`src/hdl/gcd_sqrt_cell.sv`:
```
`timescale 1ns / 1ps
// ----------------------------------------------------------------------------
// gcd_sqrt_cell: one digit step of a restoring integer square root.
// Two independent roots travel through the row side by side.
// ----------------------------------------------------------------------------
module gcd_sqrt_cell #(
  parameter int unsigned STAGE = 0
) (
  input  logic        clk,
  input  logic        en,
  input  logic [61:0] rem_a_in,
  input  logic [30:0] root_a_in,
  input  logic [61:0] rem_b_in,
  input  logic [30:0] root_b_in,
  output logic [61:0] rem_a_out,
  output logic [30:0] root_a_out,
  output logic [61:0] rem_b_out,
  output logic [30:0] root_b_out
);

  localparam int unsigned BIT = 30 - STAGE;

  logic [61:0] rem_a_r, rem_b_r, rem_a_nxt, rem_b_nxt;
  logic [30:0] root_a_r, root_b_r, root_a_nxt, root_b_nxt;
  logic [62:0] try_a, try_b;

  // Trial subtrahend is (2*root + 2^BIT) * 2^BIT.
  always_comb begin
    try_a = ({32'd0, root_a_in} << (BIT + 1)) + (63'd1 << (2 * BIT));
    try_b = ({32'd0, root_b_in} << (BIT + 1)) + (63'd1 << (2 * BIT));
    rem_a_nxt = rem_a_in;
    root_a_nxt = root_a_in;
    rem_b_nxt = rem_b_in;
    root_b_nxt = root_b_in;
    if ({1'b0, rem_a_in} >= try_a) begin
      rem_a_nxt = rem_a_in - try_a[61:0];
      root_a_nxt = root_a_in | (31'd1 << BIT);
    end
    if ({1'b0, rem_b_in} >= try_b) begin
      rem_b_nxt = rem_b_in - try_b[61:0];
      root_b_nxt = root_b_in | (31'd1 << BIT);
    end
  end

  always_ff @(posedge clk) begin
    if (en) begin
      rem_a_r <= rem_a_nxt;
      root_a_r <= root_a_nxt;
      rem_b_r <= rem_b_nxt;
      root_b_r <= root_b_nxt;
    end
  end

  assign rem_a_out = rem_a_r;
  assign root_a_out = root_a_r;
  assign rem_b_out = rem_b_r;
  assign root_b_out = root_b_r;

endmodule

```
`config.mk`:
```
export PLATFORM = sky130hd
export DESIGN_NAME = gcd_sqrt_cell
export DESIGN_NICKNAME = d
export VERILOG_FILES = /design/src/hdl/gcd_sqrt_cell.sv
export SDC_FILE = /design/constraint.sdc
export NUM_CORES = 1
export LEC_CHECK = 0
export ABC_CLOCK_PERIOD_IN_PS = 3570
export BUFFER_PORTS_ARGS = -buffer_cell sky130_fd_sc_hd__buf_2
export CAP_MARGIN = 20
export CORE_UTILIZATION = 45
export DETAILED_ROUTE_END_ITERATION = 8
export PLACE_DENSITY = 0.86
export SLEW_MARGIN = 5
export SYNTH_ARGS = -nofsm -noshare
export SYNTH_HDL_FRONTEND = slang
export SYNTH_SLANG_ARGS = --single-unit
export TNS_END_PERCENT = 1
```
`constraint.sdc`:
```
create_clock -name clk -period 3.57 [get_ports clk]
set_input_delay 0.714 -clock clk [delete_from_list [all_inputs] [get_ports clk]]
set_output_delay 0.714 -clock clk [all_outputs]
set_load 0.005 [all_outputs]
```
==> flow_summary.toml <==
[setup_path]
critPathLaunch = "rem_b_in[31]"
path_class = "in2reg"
worstSetupPathDepth = 15
end_kind = "flop"
required_ps = 3750
critPathSlowestCell = "fa_2"
cp_max_fo = 10
cp-start-kind = "primary input"
worstPathCellList = "buf_2 > inv_1 > ha_1 > inv_1 > fa_2 > a211oi_2 > o21ai_2 > o2111a_2 > o31ai_4 > o41a_1 > o21ai_2 > a21oi_2 > o21a_4 > buf_12 > mux2_2"
crit_buf_inv = 4
cp_top_family = "compound AO/OA/AOI/OAI gates"
crit_path_max_incr_delay_ps = 340
critPathCapture = "rem_b_out[61]$_DFFE_PP_"
arrival_ps = 3520

[min_path]
worstHoldPathType = "in2reg"

[timing]
max_freq_mhz = 299
rsz0062_at_grt = "no"
final.setup.worst_slack_ps = 229
fin_crit_ps = 3340
fin_crit_sh_pct = 93.6
hold_viol_final = 0
final-max-slew-violation-count = 0
tightest_slew_ps = 626
max_slew_margin_pct = 58.3
setup_violations = 0
hold_slack_ps = 460

[grt]
grt_pass1_wl_mm = 41.2
track_usage_pct = 24.2
grt_overflow = 0
grt_pass1_vias = 8102
grt_max_degree = 73
antenna_found_initial = 1

[cells_and_area]
layout_commonest_cell = "buf_2"
mostFrequentLayoutCells = "buf_2, edfxtp_1, inv_1"
drive_gt1_share_pct = 39.7
seqCellArea_um2 = 5590
finalNetCount = 1474
multi_input_area_um2 = 4050
fin_area_um2 = 13100
finalNonFillerCells = 1514
area_growth_pct = 31.3
fillers = 1734

[clock_network]
cts-hold-fix-buffers = 0
postCtsSetupRepairBufs = 0
cts_resized = 0
numCtsBuffers = 17
cts_tree = "yes"
h-tree-depth = 4
numClockSinks = 186
clockBufferDepth = 2
cts.clk_slew.worst_paths_ps = 90
cts-root-buf = "clkbuf_16"

[yosys]
synthesis.nets = 1065
synth_seq_cells = 186
synth_edf_count = 186
async_reset_ff_share_pct = 0
netlist_instances = 811
synthFlopType = "edfxtp_1"
ys_seq_area_share_pct = 55.9
synth_cell_type_count = 64
ys_warn_count = 0
avgSynthCellArea_um2 = 12.3
synth.cell_area_um2 = 9980

[die]
die_h_um = 151
rows = 54
start_util_pct = 45.9
io_pins = 374
die_w_um = 151
die_area_um2 = 22800
core_area_um2 = 21800

[placement]
place_inst = 1481
dpl_worst_slack_ps = -201
portBuffers = 373
placed_area_um2 = 12500
gp_congestion = 0.932
place_hpwl_mm = 22.6

[run_status]
outcome = "finished, final reports clean"

[detailed_routing]
finalWirelength_mm = 28.5
vias = 8161
via_per_inst = 5.39
drt-initial-drc-count = 447
drt_first_pass_iters = 5
wire_per_inst_um = 18.8
antenna_left = 0
drc_errors = 0

[power]
vdd_ir_drop_max_uv = 294
leakage_nw = 6.05
power_density_nw_per_um2 = 468

[flow_run]
maxCapViolations = 0
==> cell type report <==
cell class	count	area share (%)
diodes	1	0.0191
multi-input cells	535	30.9
repair buffers	412	17.2
inverters	68	1.95
well taps	280	2.67
clock inverters	14	1.38
flip-flops and latches	186	42.6
clock buffers	18	3.27
==> registers in the layout (all words and copies together) (netlist names) <==
register	flops
root_b_out	31
root_a_out	31
rem_a_out	62
rem_b_out	62
==> where the power goes <==
group,internal [mW],switching [mW]
Combinational,0.685,0.754
Clock,1.01,0.952
Sequential,2.67,0.0596
Total,4.37,1.76
==> synthesized netlist by cell type (all sizes together) (3+ instances only) <==
library cell / number / area share, %
nand4: 12 / 0.75
o31a: 4 / 0.35
o31ai: 5 / 0.43
a31oi: 15 / 0.94
and3: 6 / 0.38
xor2: 27 / 2.4
a21oi: 45 / 2.3
nand2b: 7 / 0.44
or4b: 3 / 0.30
edfxtp: 186 / 56
nor2b: 4 / 0.25
o21ai: 51 / 2.6
nor4: 17 / 1.1
o211ai: 7 / 0.53
a21o: 37 / 2.8
a211oi: 8 / 0.65
mux2: 33 / 4.8
nand3: 12 / 0.60
nand2: 58 / 2.2
xnor2: 28 / 2.5
buf: 9 / 0.64
o21bai: 6 / 0.45
nor2: 30 / 1.1
ha: 64 / 8.0
inv: 68 / 2.6
o21a: 8 / 0.68
nor3: 13 / 0.65
clkbuf: 13 / 0.50
==> logic make-up (layout without fill, tap and decap cells) <==
family	after synthesis	count (layout)	share of synthesized area (%)
compound gates	203	203	13.4
xor+xnor	55	55	4.83
fa+ha+maj	66	66	8.42
buf+inv	90	512	3.70
flops	186	186	55.9
mux	34	34	4.88
other cells	0	1	0
simple gates	177	177	8.86
==> per-stage QoR <==
stage	setup TNS [ps]	power, mW	util [%]
floorplan	0	3.54	-
global placement	-2560	4.16	57.4
CTS	0	6.16	60.3
finish	0	6.13	60.3
detailed placement	-5890	4.20	57.4
global route	0	6.38	60.3
==> worst min-delay path by stage <==
stage	start	endpoint	slack [ps]	cells after the start
6_report	rem_b_in[19]	rem_b_out[19]$_DFFE_PP_	460	1
5_1_grt	rem_b_in[18]	rem_b_out[18]$_DFFE_PP_	440	1
3_5_place_dp	root_b_in[19]	root_b_out[19]$_DFFE_PP_	910	1
2_1_floorplan	rem_a_in[0]	rem_a_out[0]$_DFFE_PP_	810	0
4_1_cts	rem_b_in[6]	rem_b_out[6]$_DFFE_PP_	440	1
3_3_place_gp	root_b_in[19]	root_b_out[19]$_DFFE_PP_	910	1
==> layer usage <==
layer	wire, µm	GRT usage [%]
met4	881	10.4
met2	14800	45.3
met1	10600	25.9
met5	0	0
met3	2210	5.45
No activity file was read; power rests on OpenSTA's default activity.
