<file path="config.mk">
export PLATFORM = sky130hd
export DESIGN_NAME = gcd_rot_cell
export DESIGN_NICKNAME = d
export VERILOG_FILES = /design/src/hdl/gcd_pkg.sv /design/src/hdl/gcd_rot_cell.sv
export SDC_FILE = /design/constraint.sdc
export NUM_CORES = 1
export LEC_CHECK = 0
export BUFFER_PORTS_ARGS = -buffer_cell sky130_fd_sc_hd__clkbuf_2
export CAP_MARGIN = 20
export CORE_MARGIN = 2
export CORE_UTILIZATION = 62
export CTS_BUF_LIST = sky130_fd_sc_hd__clkbuf_8 sky130_fd_sc_hd__clkbuf_16
export CTS_CLUSTER_SIZE = 28
export DETAILED_ROUTE_END_ITERATION = 16
export PLACE_DENSITY = 0.89
export SETUP_SLACK_MARGIN = 0.05
export SYNTH_ARGS = -nofsm -noshare
export SYNTH_HDL_FRONTEND = slang
export SYNTH_SLANG_ARGS = --single-unit
</file>
<file path="constraint.sdc">
create_clock -name clk -period 11.85 [get_ports clk]
set_input_delay 0 -clock clk [delete_from_list [all_inputs] [get_ports clk]]
set_output_delay 0 -clock clk [all_outputs]
set_load 0.01 [all_outputs]
</file>
<file path="src/hdl/gcd_pkg.sv">
`timescale 1ns / 1ps
// ----------------------------------------------------------------------------
// gcd_pkg: shared types and constants for the great-circle distance block.
// Holds fixed-point constants, the arctangent table and the stage structs.
// ----------------------------------------------------------------------------
package gcd_pkg;

  // Fraction bits of the input angles; the fold stage is sized for this value.
  localparam int unsigned ANGLE_FRAC_BITS = 22;
  localparam int unsigned QW = 34;
  localparam logic signed [QW-1:0] ONE_Q30 = 34'sd1073741824;
  localparam logic signed [QW-1:0] CORDIC_GAIN_Q30 = 34'sd652032874;
  localparam logic [26:0] DEG_TO_RAD_Q32 = 27'd74961321;
  localparam logic [25:0] RADIUS_RESET = 26'd6371000;

  typedef logic signed [QW-1:0] q_t;

  // Rotation cell state: running x, y, residual angle z, output signs.
  typedef struct packed {
    q_t   x;
    q_t   y;
    q_t   z;
    logic sneg;
    logic cneg;
  } rot_t;

  // Vectoring cell state.
  typedef struct packed {
    q_t x;
    q_t y;
    q_t z;
  } vec_t;

  // atan(2^-i) in Q30, round half up.
  function automatic q_t atan_q30(input int unsigned i);
    q_t r;
    r = '0;
    unique case (i)
      0: r = 34'sd843314857;
      1: r = 34'sd497837829;
      2: r = 34'sd263043837;
      3: r = 34'sd133525159;
      4: r = 34'sd67021687;
      5: r = 34'sd33543516;
      6: r = 34'sd16775851;
      7: r = 34'sd8388437;
      8: r = 34'sd4194283;
      9: r = 34'sd2097149;
      10: r = 34'sd1048576;
      11: r = 34'sd524288;
      12: r = 34'sd262144;
      13: r = 34'sd131072;
      14: r = 34'sd65536;
      15: r = 34'sd32768;
      16: r = 34'sd16384;
      17: r = 34'sd8192;
      18: r = 34'sd4096;
      19: r = 34'sd2048;
      20: r = 34'sd1024;
      21: r = 34'sd512;
      22: r = 34'sd256;
      23: r = 34'sd128;
      24: r = 34'sd64;
      25: r = 34'sd32;
      26: r = 34'sd16;
      27: r = 34'sd8;
      28: r = 34'sd4;
      29: r = 34'sd2;
      30: r = 34'sd1;
      31: r = 34'sd1;
      default: r = '0;
    endcase
    return r;
  endfunction

  function automatic q_t clamp_q30(input q_t v);
    q_t r;
    r = v;
    if (v > ONE_Q30) r = ONE_Q30;
    else if (v < -ONE_Q30) r = -ONE_Q30;
    return r;
  endfunction

endpackage

</file>
<file path="src/hdl/gcd_rot_cell.sv">
`timescale 1ns / 1ps
// ----------------------------------------------------------------------------
// gcd_rot_cell: one rotation-mode CORDIC iteration.
// Shift amount and table entry are fixed by the cell's place in the row.
// ----------------------------------------------------------------------------
module gcd_rot_cell #(
  parameter int unsigned STAGE = 0
) (
  input  logic          clk,
  input  logic          en,
  input  gcd_pkg::rot_t d_in,
  output gcd_pkg::rot_t d_out
);

  gcd_pkg::rot_t d_r;
  gcd_pkg::rot_t d_nxt;

  always_comb begin
    d_nxt = d_in;
    if (d_in.z >= 0) begin
      d_nxt.x = d_in.x - (d_in.y >>> STAGE);
      d_nxt.y = d_in.y + (d_in.x >>> STAGE);
      d_nxt.z = d_in.z - gcd_pkg::atan_q30(STAGE);
    end else begin
      d_nxt.x = d_in.x + (d_in.y >>> STAGE);
      d_nxt.y = d_in.y - (d_in.x >>> STAGE);
      d_nxt.z = d_in.z + gcd_pkg::atan_q30(STAGE);
    end
  end

  always_ff @(posedge clk) begin
    if (en) d_r <= d_nxt;
  end

  assign d_out = d_r;

endmodule

</file>
==> results.txt <==
Slew Limit Headroom: 36.4%
kind of critical path: input pin to flop
vias per inst: 6.28
synth unique cells: 74
Fmax: 180 MHz
met3 Use GR: 5.80%
CP max stage delay: 690 ps
First-pass DRT Iterations: 7
Peak VDD IR: 0.0807 mV
antenna-violating nets left: 0
die width: 135 um
final net count: 1666
pin count of the biggest net entering global routing: 79
Max-Cap Viols: 0
predominant post-synthesis flop cell: edfxtp_1
worst path required time: 11960 ps
max reg flops: 103
row count: 47
cells after synthesis: 1247
Hold Path Class: input pin to flop
gr busiest metal: met2
total track usage: 33.3%
CP cell instances: dlygate4sd3_1 -> clkbuf_2 -> nor4_1 -> nand4_1 -> nor4_1 -> and4_1 -> nand2b_2 -> buf_4 -> inv_2 -> buf_4 -> ha_1 -> nand2_1 -> nor3_1 -> a221o_1 -> a21o_1 -> a221o_1 -> or3_4 -> a31oi_4 -> o21ai_2 -> xor2_1
fin cells: 1649
Post-Route Setup TNS: 0 ps
initial DRC count: 1308
diode count: 0
Root Driver: clkbuf_16
yosys warns: 0
layout cells sized above 1: 17.6%
clock transition at the registers of the reported paths: 80 ps
commonest non-fill, non-tap cells in the layout: clkbuf_2, a21oi_1, ha_1, inv_1, nor2_1
actual transition at the worst max-transition pin: 948 ps
fin crit period: 5570 ps
HPWL Detailed: 24.2 mm
first-pass GRT wire length: 48.4 mm
port buffer count: 209
post-synthesis cell area: 10700 um2
Post-synth ARST share: 0%
htree depth: 3
DRC Markers: 0
Avg Synthesized Cell Area: 8.56 um2
WL/cell: 18.8 um
Initial Utilization: 63.9%
CTS tree: done
GP Congestion: 0.991
final hold viol count: 0
Critical Path End Type: flop
Pwr Density: 112 nW/um2
Boundary Pins: 210
global routing met2 resource utilization: 54.0%
total die area: 18300 um2
total core area: 16700 um2
Critical path buffers and inverters: 5
number of flops mapped to enable cells by yosys: 103
initial antenna violation count: 0
fillers: 1309
Tcrit/Tclk final: 47.0%
CP max FO: 78
gr ovfl total: 0
CTS buffer count: 9
synthesized net count: 1489
Top Family by Delay on Critical Path: buffers and inverters
Critical Path Source Type: input pin
Setup-failing EPs final: 0
Seq/Total Area, Yosys: 29.0%
commonest non-fill, non-tap cell in the layout: clkbuf_2
placed insts: 1630
register bit total from synthesis: 103
Final Max Tran Viols: 0
CTS Buffer Depth: 2
Leak: 0.00551 uW
area growth from synthesis to layout: 13.6%
Arr. time, crit path: 5680 ps
clock sinks: 103
Critical-path top delay cell: buf_4
outcome: finished clean
vias post-DR: 10400
chip height: 135 um
vias in the first global route: 9546
Routed WL: 31.1 mm
RSZ-0062 raised after global routing: no
GR Util met1: 45.3%
[synthesized netlist by cell type, types with 4 or more instances]
master,instances,area [um2]
a21oi_1,139,696
ha_1,132,1650
inv_1,113,424
nor2_1,109,409
edfxtp_1,103,3090
o21ai_0,81,405
xnor2_1,74,648
nand2_1,64,240
a21o_1,39,293
o21bai_1,34,255
nand2b_1,26,163
clkbuf_1,24,90.1
nor3_1,22,110
a31oi_1,18,113
nand3_1,17,85.1
xor2_1,17,149
a211oi_1,15,113
buf_2,14,70.1
nand4_1,12,75.1
nor2b_1,12,75.1
nor4_1,12,75.1
o211ai_1,12,90.1
mux2i_1,10,100
o31ai_1,10,75.1
and3_1,9,56.3
buf_1,8,30.0
o22ai_1,7,43.8
a21boi_0,6,45.0
a221oi_1,6,52.6
and4_1,6,52.6
and2_1,5,31.3
nand3b_1,5,37.5
o21a_1,5,37.5
o221ai_1,5,43.8
or4_1,5,37.5
fa_1,4,80.1
o31a_1,4,35.0
[stage by stage]
stage          setup slack [ps]  util (%)  hold slack (ps)  cell area (um2)  total power, uW
2_1_floorplan              7440         -             98.9            10700              863
5_1_grt                    5830      72.6             77.3            12100             1420
6_report                   6280      72.6             59.4            12100             1360
4_1_cts                    6340      72.6             56.9            12100             1350
3_3_place_gp               6440      70.7              178            11800             1040
3_5_place_dp               6310      70.7              179            11800             1050
[cells by family (layout without fill, tap and decap cells)]
| kind of cell | Yosys count | in the layout | synth area share [%] |
|---|---|---|---|
| buffers and inverters | 164 | 346 | 6.06 |
| AO/OA/AOI/OAI | 423 | 423 | 25.5 |
| AND/OR/NAND/NOR | 319 | 319 | 14.7 |
| flip-flops | 103 | 103 | 29.0 |
| XOR/XNOR | 91 | 91 | 7.47 |
| multiplexers | 11 | 11 | 1.04 |
| adder cells (fa/ha/maj) | 136 | 136 | 16.2 |
[final cells by class]
class                      count  area (um2)  share of cell area (%)
sequential                   103        3090                    25.5
clock buffer                   9         225                    1.86
tap                          220         275                    2.27
clock inverter                 7        63.8                   0.526
timing repair buffer         215        1100                    9.08
inverter                     115         432                    3.56
multi-input combinational    980        6930                    57.2
[timing repair]
item | 4_1_cts | 5_1_grt
hold endpoints to repair | 3 | 0
hold buffers | 3 | 0
gates resized for setup | 0 | 0
buffers inserted | 0 | 0
[metal layers]
metal / vias up / part of all wire [%]
li1: 4876 / -
met1: 4743 / 40
met2: 664 / 46
met3: 79 / 11
met4: 0 / 2.8
met5: - / 0
[final timing paths]
kind | cells after the start | slack, ps | start | end
setup / recovery | 20 | 6280 | d_in[2] | d_out[31]
hold / removal | 3 | 60 | d_in[35] | d_out[35]
[power by group]
part / internal, uW / total [uW] / switching (uW) / leakage (uW)
registers: 483 / 504 / 21.1 / 0.00101
logic: 213 / 555 / 342 / 0.00436
clock network: 147 / 300 / 153 / 0.000136
Power figures use the tool's default switching activity.
