### src/hdl/gcd_pkg.sv
`timescale 1ns / 1ps
// ----------------------------------------------------------------------------
// gcd_pkg: shared types and constants for the great-circle distance block.
// Holds fixed-point constants, the arctangent table and the stage structs.
// ----------------------------------------------------------------------------
package gcd_pkg;

  // Fraction bits of the input angles; the fold stage is sized for this value.
  localparam int unsigned ANGLE_FRAC_BITS = 22;
  localparam int unsigned QW = 34;
  localparam logic signed [QW-1:0] ONE_Q30 = 34'sd1073741824;
  localparam logic signed [QW-1:0] CORDIC_GAIN_Q30 = 34'sd652032874;
  localparam logic [26:0] DEG_TO_RAD_Q32 = 27'd74961321;
  localparam logic [25:0] RADIUS_RESET = 26'd6371000;

  typedef logic signed [QW-1:0] q_t;

  // Rotation cell state: running x, y, residual angle z, output signs.
  typedef struct packed {
    q_t   x;
    q_t   y;
    q_t   z;
    logic sneg;
    logic cneg;
  } rot_t;

  // Vectoring cell state.
  typedef struct packed {
    q_t x;
    q_t y;
    q_t z;
  } vec_t;

  // atan(2^-i) in Q30, round half up.
  function automatic q_t atan_q30(input int unsigned i);
    q_t r;
    r = '0;
    unique case (i)
      0: r = 34'sd843314857;
      1: r = 34'sd497837829;
      2: r = 34'sd263043837;
      3: r = 34'sd133525159;
      4: r = 34'sd67021687;
      5: r = 34'sd33543516;
      6: r = 34'sd16775851;
      7: r = 34'sd8388437;
      8: r = 34'sd4194283;
      9: r = 34'sd2097149;
      10: r = 34'sd1048576;
      11: r = 34'sd524288;
      12: r = 34'sd262144;
      13: r = 34'sd131072;
      14: r = 34'sd65536;
      15: r = 34'sd32768;
      16: r = 34'sd16384;
      17: r = 34'sd8192;
      18: r = 34'sd4096;
      19: r = 34'sd2048;
      20: r = 34'sd1024;
      21: r = 34'sd512;
      22: r = 34'sd256;
      23: r = 34'sd128;
      24: r = 34'sd64;
      25: r = 34'sd32;
      26: r = 34'sd16;
      27: r = 34'sd8;
      28: r = 34'sd4;
      29: r = 34'sd2;
      30: r = 34'sd1;
      31: r = 34'sd1;
      default: r = '0;
    endcase
    return r;
  endfunction

  function automatic q_t clamp_q30(input q_t v);
    q_t r;
    r = v;
    if (v > ONE_Q30) r = ONE_Q30;
    else if (v < -ONE_Q30) r = -ONE_Q30;
    return r;
  endfunction

endpackage

### src/hdl/gcd_vec_cell.sv
`timescale 1ns / 1ps
// ----------------------------------------------------------------------------
// gcd_vec_cell: one vectoring-mode CORDIC iteration.
// Drives y toward zero and accumulates the angle in z.
// ----------------------------------------------------------------------------
module gcd_vec_cell #(
  parameter int unsigned STAGE = 0
) (
  input  logic          clk,
  input  logic          en,
  input  gcd_pkg::vec_t d_in,
  output gcd_pkg::vec_t d_out
);

  gcd_pkg::vec_t d_r;
  gcd_pkg::vec_t d_nxt;

  always_comb begin
    if (d_in.y > 0) begin
      d_nxt.x = d_in.x + (d_in.y >>> STAGE);
      d_nxt.y = d_in.y - (d_in.x >>> STAGE);
      d_nxt.z = d_in.z + gcd_pkg::atan_q30(STAGE);
    end else begin
      d_nxt.x = d_in.x - (d_in.y >>> STAGE);
      d_nxt.y = d_in.y + (d_in.x >>> STAGE);
      d_nxt.z = d_in.z - gcd_pkg::atan_q30(STAGE);
    end
  end

  always_ff @(posedge clk) begin
    if (en) d_r <= d_nxt;
  end

  assign d_out = d_r;

endmodule

### config.mk
export PLATFORM = sky130hd
export DESIGN_NAME = gcd_vec_cell
export DESIGN_NICKNAME = d
export VERILOG_FILES = /design/src/hdl/gcd_pkg.sv /design/src/hdl/gcd_vec_cell.sv
export SDC_FILE = /design/constraint.sdc
export NUM_CORES = 1
export LEC_CHECK = 0
export BUFFER_PORTS_ARGS = -buffer_cell sky130_fd_sc_hd__clkbuf_2
export CAP_MARGIN = 20
export CORE_MARGIN = 1.5
export CORE_UTILIZATION = 55
export DETAILED_ROUTE_END_ITERATION = 8
export PLACE_DENSITY = 0.8
export REMOVE_ABC_BUFFERS = 1
export SYNTH_ARGS = -nofsm -noshare
export SYNTH_HDL_FRONTEND = slang
export SYNTH_SLANG_ARGS = --single-unit
### constraint.sdc
create_clock -name clk -period 7.1 [get_ports clk]
set_clock_uncertainty 0.1 [all_clocks]
set_input_delay 2.13 -clock clk [delete_from_list [all_inputs] [get_ports clk]]
set_output_delay 2.13 -clock clk [all_outputs]
set_load 0.02 [all_outputs]
==> impl_summary.md, run 1 <==
Power
VDD sags by at most ~0.13 mV. Summed over all cells, the static leakage comes to around 0.0055 uW. The total power consumption of the routed design is roughly 2300 uW. The power density relative to cell area is 196.4 nW/um^2.

Detailed routing
Summed over all layers, the routed wires come to just under 30 mm. After the first detailed-routing iteration, the DRC count stood at about 950. The per-cell routed wire length is 18.06 um.

The number of nets with antenna violations after routing is 0. The total number of vias is between 9000 and 10000. For this run, design rule violations remaining after detail routing come to 0. The first detailed-routing pass took 6 iterations.

The vias per cell is between 6 and 7.

Final layout
0 antenna diodes ended up in the layout. The number of nets in the final layout is 1623. The number of cells in the finished layout apart from fillers is 1623. The number of flip-flops in the largest register is between 100 and 150.

The fraction of layout instances using a drive strength above 1 is ~18%. Compared with the post-synthesis result, the final layout area differs by 14.10%. For this run, the share of the core covered by cells in the final layout is between 60 and 70%.

Placement
Including well taps, the total number of placed cells is between 1500 and 2000. The final weighted congestion in routability-driven placement is around 1. The final HPWL from detailed placement is between 20 and 25 mm. The number of input and output port buffers inserted is slightly above 200.

Synth
In this run, synthesis inferred 101 flip-flops with an integrated enable. The share of Yosys cell area claimed by the top area cell type is 29.17%. The total number of yosys warnings is 0. Ranked by instance count, the synthesized netlist is headed by sky130_fd_sc_hd__a21oi_1 (148), sky130_fd_sc_hd__ha_1 (131), sky130_fd_sc_hd__inv_1 (108). Yosys mapped the design onto 76 distinct sky130hd cell types. The leading area contributor after synthesis is sky130_fd_sc_hd__edfxtp_1.

After synthesis the netlist holds a flip-flop and latch count of 101. Among all flip-flop cells after synthesis, the most frequent one is sky130_fd_sc_hd__edfxtp_1. After synthesis, the share of flip-flops with an asynchronous set or reset is 0%. Averaged over all synthesized cells, the footprint is around 8.6 um^2. By area the synthesized netlist is led by sky130_fd_sc_hd__edfxtp_1 (29%), sky130_fd_sc_hd__ha_1 (16%), sky130_fd_sc_hd__a21oi_1 (7.1%). Sequential cells were found to cover between 20% and 30% of the synthesized design area. sky130_fd_sc_hd__a21oi_1 is the most common cell in the netlist. The cell area that synthesis handed to floorplanning was 10400 um^2.

The synthesized instance count is 1213.

Floorplanning
The die covers 19740 um^2. The height of the chip is ~140 um. In this run the horizontal extent of the chip is about 140 um. The top-level I/O count is 206. The core region is 18640 um^2. Row generation in the floorplan step produced 50 rows. Once the floorplan was initialized, standard cells occupied between 50% and 60% of the core.

Critical path
The family with the most delay on the worst path is compound AO/OA/AOI/OAI gates. The instance count on the critical path is 16. The kind of end point of the critical path is a flip-flop.

The critical path is of the input pin to flip-flop type. The buffering stage count on the worst path with inverters included is 2. The delay of the slowest cell on the worst path is 0.52 ns. The launching element type of the critical path is an input pin. STA puts the critical path data arrival time at ~6.3 ns. Traced cell by cell, the critical path runs through clkbuf_2, nor4_1, nand4_1, nor2_1, a21o_2, inv_2, ha_1, and4_1, a211oi_1, nand2_1, a41o_1, o31ai_1, a311oi_1, a21oi_1, o21bai_1, xor2_1. The maximum fanout along the worst path is 15.

The start point of the critical path is d_in[44]. In this run the worst setup path terminates at d_out[23]$_DFFE_PP_. For the worst setup path, the data required time is 7.09 ns. For this design, the slowest cell found on the critical path is sky130_fd_sc_hd__nor4_1.

Global routing
The first global-routing pass estimated approximately 46 mm of wire. The via count of the first global-routing pass was between 9000 and 10000. The initial antenna violation count was 0. The overflow left after global routing is 0. The pin count of the biggest net entering global routing is 70. The combined global-route utilization of all metal layers is slightly below 30%.

Clocking
In this run the post-CTS setup repair buffer count came out at 0. The hold buffer count at cts is 0. The longest clock path from root to sink contains 2 buffers. The post-cts gate resize count is 0. The total clock buffers created by CTS is 9. Clock tree synthesis found a total of about 100 sinks.

The H-tree was split into 3 levels. The buffer type at the clock tree root is sky130_fd_sc_hd__clkbuf_16. TritonCTS built the clock tree. The clock slew at the register clock pins of the worst setup and hold paths is roughly 0.080 ns.

Timing
The final critical-path share of the clock period is between 80% and 90%. Setup repair after global routing left no endpoint under its margin. The max-slew violation count is 0. Static timing analysis puts the maximum clock frequency at between 150 and 200 MHz. The number of failing setup endpoints in the final timing report is 0. The number of failing hold endpoints at the final stage was 0.

For the pin with the worst max-slew slack, the measured transition is between 0.9 and 1 ns. The routed design could run at a clock period as short as between 6 and 7 ns. The worst pin sits at a relative slew slack of 39.37%.

Run
The max-capacitance violation count is 0.

Min path
The class of the tightest hold or removal check is input pin to flip-flop.

Run status
The flow ran to the end, and the final reports show no timing, DRC or antenna violations.
-- routing by layer --
metal | vias to the layer above | global-route usage [%] | share of wire, %
met4 | 0 | 8.553 | 2.7
met5 | - | 0 | 0
met2 | 613 | 44.29 | 43
li1 | 4724 | - | -
met1 | 4557 | 42.78 | 44
met3 | 59 | 5.436 | 11
-- metrics by stage --
step / hold slack (ns) / setup TNS, ns / setup WS (ns) / area (um^2)
after global placement: 2.343 / 0 / 0.6216 / 11540
after global routing: 2.005 / 0 / 0.5881 / 11870
final: 1.990 / 0 / 0.8054 / 11870
after floorplan: 2.143 / -1.028 / -0.3067 / 10180
after CTS: 1.979 / 0 / 0.9441 / 11870
after detailed placement: 2.351 / 0 / 0.5955 / 11540
-- cell type report --
cell class | count | area, um^2
multi-input combinational | 947 | 6718
clock buffer | 9 | 225.2
sequential | 101 | 3033
tap | 234 | 292.8
fill | 1646 | 6778
inverter | 114 | 427.9
clock inverter | 7 | 95.09
timing repair buffer | 211 | 1074
-- cells in the final DEF (no fill, tap or decap), types with 12 or more instances in the layout --
master / synthesis / final
sky130_fd_sc_hd__a211oi_1: 12 / 12
sky130_fd_sc_hd__a21o_1: 35 / 34
sky130_fd_sc_hd__a21oi_1: 148 / 148
sky130_fd_sc_hd__clkbuf_2: 1 / 204
sky130_fd_sc_hd__edfxtp_1: 101 / 101
sky130_fd_sc_hd__ha_1: 131 / 131
sky130_fd_sc_hd__inv_1: 108 / 108
sky130_fd_sc_hd__nand2_1: 62 / 62
sky130_fd_sc_hd__nand2b_1: 19 / 19
sky130_fd_sc_hd__nand3_1: 12 / 12
sky130_fd_sc_hd__nand4_1: 17 / 17
sky130_fd_sc_hd__nor2_1: 102 / 102
sky130_fd_sc_hd__nor2b_1: 16 / 16
sky130_fd_sc_hd__nor3_1: 23 / 23
sky130_fd_sc_hd__nor4_1: 12 / 12
sky130_fd_sc_hd__o21a_1: 19 / 19
sky130_fd_sc_hd__o21ai_0: 69 / 69
sky130_fd_sc_hd__o21bai_1: 31 / 31
sky130_fd_sc_hd__xnor2_1: 76 / 76
sky130_fd_sc_hd__xor2_1: 16 / 16
-- kinds of logic after synthesis --
| kind of cell | count (synthesis) | share of synthesized area [%] |
|---|---|---|
| mux | 10 | 0.9626 |
| simple gates | 294 | 13.61 |
| compound gates | 416 | 25.74 |
| fa+ha+maj | 135 | 16.53 |
| xor+xnor | 92 | 7.749 |
| flops | 101 | 29.17 |
| buf+inv | 165 | 6.245 |
-- report_power, final --
part	internal, uW	switching [uW]
clock	311	227
sequential	792	25.7
combinational	350	626
-- how the worst min path moves through the flow --
stage | start | endpoint | cells after the start
2_1_floorplan | en | d_out[0]$_DFFE_PP_ | 0
3_3_place_gp | d_in[0] | d_out[0]$_DFFE_PP_ | 2
3_5_place_dp | d_in[0] | d_out[0]$_DFFE_PP_ | 2
4_1_cts | d_in[0] | d_out[0]$_DFFE_PP_ | 2
5_1_grt | d_in[0] | d_out[0]$_DFFE_PP_ | 2
6_report | d_in[0] | d_out[0]$_DFFE_PP_ | 2
Power figures use the tool's default switching activity.
==> run 2, diff against run 1 <==
--- a/config.mk
+++ b/config.mk
@@ -11,6 +11,7 @@
 export CORE_UTILIZATION = 55
 export DETAILED_ROUTE_END_ITERATION = 8
 export PLACE_DENSITY = 0.8
+export RECOVER_POWER = 25
 export REMOVE_ABC_BUFFERS = 1
 export SYNTH_ARGS = -nofsm -noshare
 export SYNTH_HDL_FRONTEND = slang
==> impl_summary.md, run 2 (same netlist as run 1, synthesis figures left out) <==
Run status
The run finished, with violations left. The final reports fail on max-capacitance violations, max-slew violations.

Floorplanning
The floorplan step defined a die boundary enclosing 19740 um^2. The floorplan step set the die height to between 100 and 150 um. The initial utilization of the core area, before any placement, comes to a little under three fifths. The floorplan row count is 50.

The floorplan step set the die width to around 140 um. The total area inside the core boundary comes to between 15000 and 20000 um^2. The top-level I/O count is between 200 and 250.

Clocking
After clock tree synthesis, the clock-pin slew on the worst setup and hold paths is 0.07 ns. The TritonCTS clock tree is yes. The number of gates resized after CTS was 0. The count of H-tree levels built during CTS is 3. The post-CTS repair timing setup buffer count is 0. After clock tree synthesis, the flow added hold-fix buffers numbering 0. The total clock buffers created by CTS is 9.

The buffer type at the clock tree root is sky130_fd_sc_hd__clkbuf_16. The clock drives between 100 and 150 sinks. No sink is reached through more buffers than the 2 on the longest clock path.

Critical path
STA classifies the critical path endpoint as a flip-flop. Data arrives at the worst endpoint at around 6.4 ns. The buffering stage count on the worst path with inverters included is 2. The maximum fanout along the worst path is 15. Among cell families on the critical path, the largest total delay comes from compound AO/OA/AOI/OAI gates.

The signal on the critical path passes through clkbuf_2, nor4_1, nand4_1, nor2_1, a21o_2, inv_2, ha_1, and4_1, a211oi_1, nand2_1, a41o_1, o31ai_1, a311oi_1, a21oi_1, o21bai_1, xor2_1. For this run, the slowest stage of the critical path takes between 0.5 and 0.6 ns. The slowest stage cell on the critical path is sky130_fd_sc_hd__nor4_1.

The start point of the critical path is d_in[44]. The launching element type of the critical path is an input pin. The data required time of the worst path is about 7 ns. The classification of the worst setup path is input pin to flip-flop.

Timing
The number of failing hold endpoints at the final stage was 0. On the final layout, the worst hold slack is approximately 2 ns. The number of failing setup endpoints in the final timing report is 0. Setup repair after global routing left no endpoint under its margin.

Headroom to the max-slew limit came out at -6.954%. Timing would allow up to between 150 and 200 MHz. Setup slack closes at 0.7445 ns. The final critical path takes up between 80% and 90% of the cycle. The max-slew violation count is 34.

The clock period could shrink to 6.356 ns. For the pin with the worst max-slew slack, the measured transition is approximately 1.6 ns.

Detailed routing
The first detailed-routing pass took 6 iterations. Summed over all layers, the routed wires come to about 29 mm. After detailed routing, the number of remaining DRC violations is 0. Once detail routing completed, the nets flagged for antenna violations numbered 0.

Dividing the detail-routed via count by the number of cells gives ~6.1. The first routing iteration left ~980 violations. Detailed routing inserted a total of approximately 9900 vias. Dividing the detail-routed wire length by the instance count gives about 18 um.

Global routing
After global routing the overflow that remains totals 0. The first global-routing pass estimated 46.33 mm of wire. The initial antenna violation count was 0. Entering global routing, the biggest net connects 70 pins. The combined global-route utilization of all metal layers is between 20% and 30%. The via count of the first global-routing pass was 9043.

Placement
The number of input and output port buffers inserted is 205. The final weighted congestion in routability-driven placement is around 0.99. Summed over all nets, the half-perimeter wirelength after detailed placement is around 23 mm. The post-placement worst setup slack is a little under 0.6 ns.

Power
The internal power of the cells totals between 1000 and 1500 uW. The leakage power of the design is about 0.0053 uW. The reported net switching power is between 800 and 900 uW. The part of the power in the clock network is between 20% and 30%. The share of power burned in combinational logic is roughly two fifths.

The maximum VDD drop is 0.1268 mV. Sequential cells burn approximately a third of the power. The switching part of the total power is between 30% and 40%. Dividing total power by cell area gives a power density of slightly below 200 nW/um^2.

Min path
The origin of the worst min-delay path is d_in[0]. The class of the tightest hold or removal check is input pin to flip-flop.

Final layout
Of the cells placed in the final design, the portion with a size suffix greater than 1 is between 10% and 20%. The number of nets in the final layout is around 1600. In the layout the commonest cells are sky130_fd_sc_hd__clkbuf_2 (160), sky130_fd_sc_hd__a21oi_1 (148), sky130_fd_sc_hd__ha_1 (131), sky130_fd_sc_hd__inv_1 (108), sky130_fd_sc_hd__nor2_1 (102). The number of flip-flops in the largest register is 101. The antenna diode count is 0. The most frequent standard cell in the layout excluding fill and tap cells is sky130_fd_sc_hd__clkbuf_2. The area growth from synthesis to layout is 13.54%.

Run
The max-capacitance violation count is 1.
## run 2: cell count changes in the layout (fill, tap and decap cells not counted)
cell	previous run	this run
sky130_fd_sc_hd__clkbuf_2	204	160
sky130_fd_sc_hd__buf_4	7	6
sky130_fd_sc_hd__clkbuf_1	0	45
## run 2: through the flow
| stage | cells | util, % | instance area (um^2) | total power, uW | TNS [ns] |
|---|---|---|---|---|---|
| 2_1_floorplan | 1162 | - | 10180 | 1479 | -1.028 |
| 3_3_place_gp | 1607 | 61.93 | 11540 | 1767 | 0 |
| 3_5_place_dp | 1607 | 61.93 | 11540 | 1784 | 0 |
| 4_1_cts | 1623 | 63.64 | 11870 | 2328 | 0 |
| 5_1_grt | 1623 | 63.33 | 11810 | 2443 | 0 |
| 6_report | 1623 | 63.33 | 11810 | 2320 | 0 |
## run 2: metal layers
layer	GRT usage, %	part of all wire (%)
met5	0	0
met4	8.553	2.4
met3	5.436	11
met2	44.29	43
met1	42.78	44
## run 2: layout make-up
class	instances	area, um^2
tap	234	292.8
inverter	114	427.9
clock inverter	7	95.09
multi-input combinational	947	6718
fill	1665	6837
clock buffer	9	225.2
sequential	101	3033
timing repair buffer	211	1015
## run 2: final timing paths
path	endpoint	slack [ns]	depth (start not counted)
min	d_out[0]$_DFFE_PP_	2.00	2
max	d_out[23]$_DFFE_PP_	0.74	16
## run 2: power by group through the flow
stage                     Combinational, uW  Clock (uW)  Sequential [uW]
after floorplan                         517           0              962
after CTS                               957         552              819
after global placement                  939           0              828
final                                   965         537              818
after global routing                   1040         572              829
after detailed placement                952           0              832
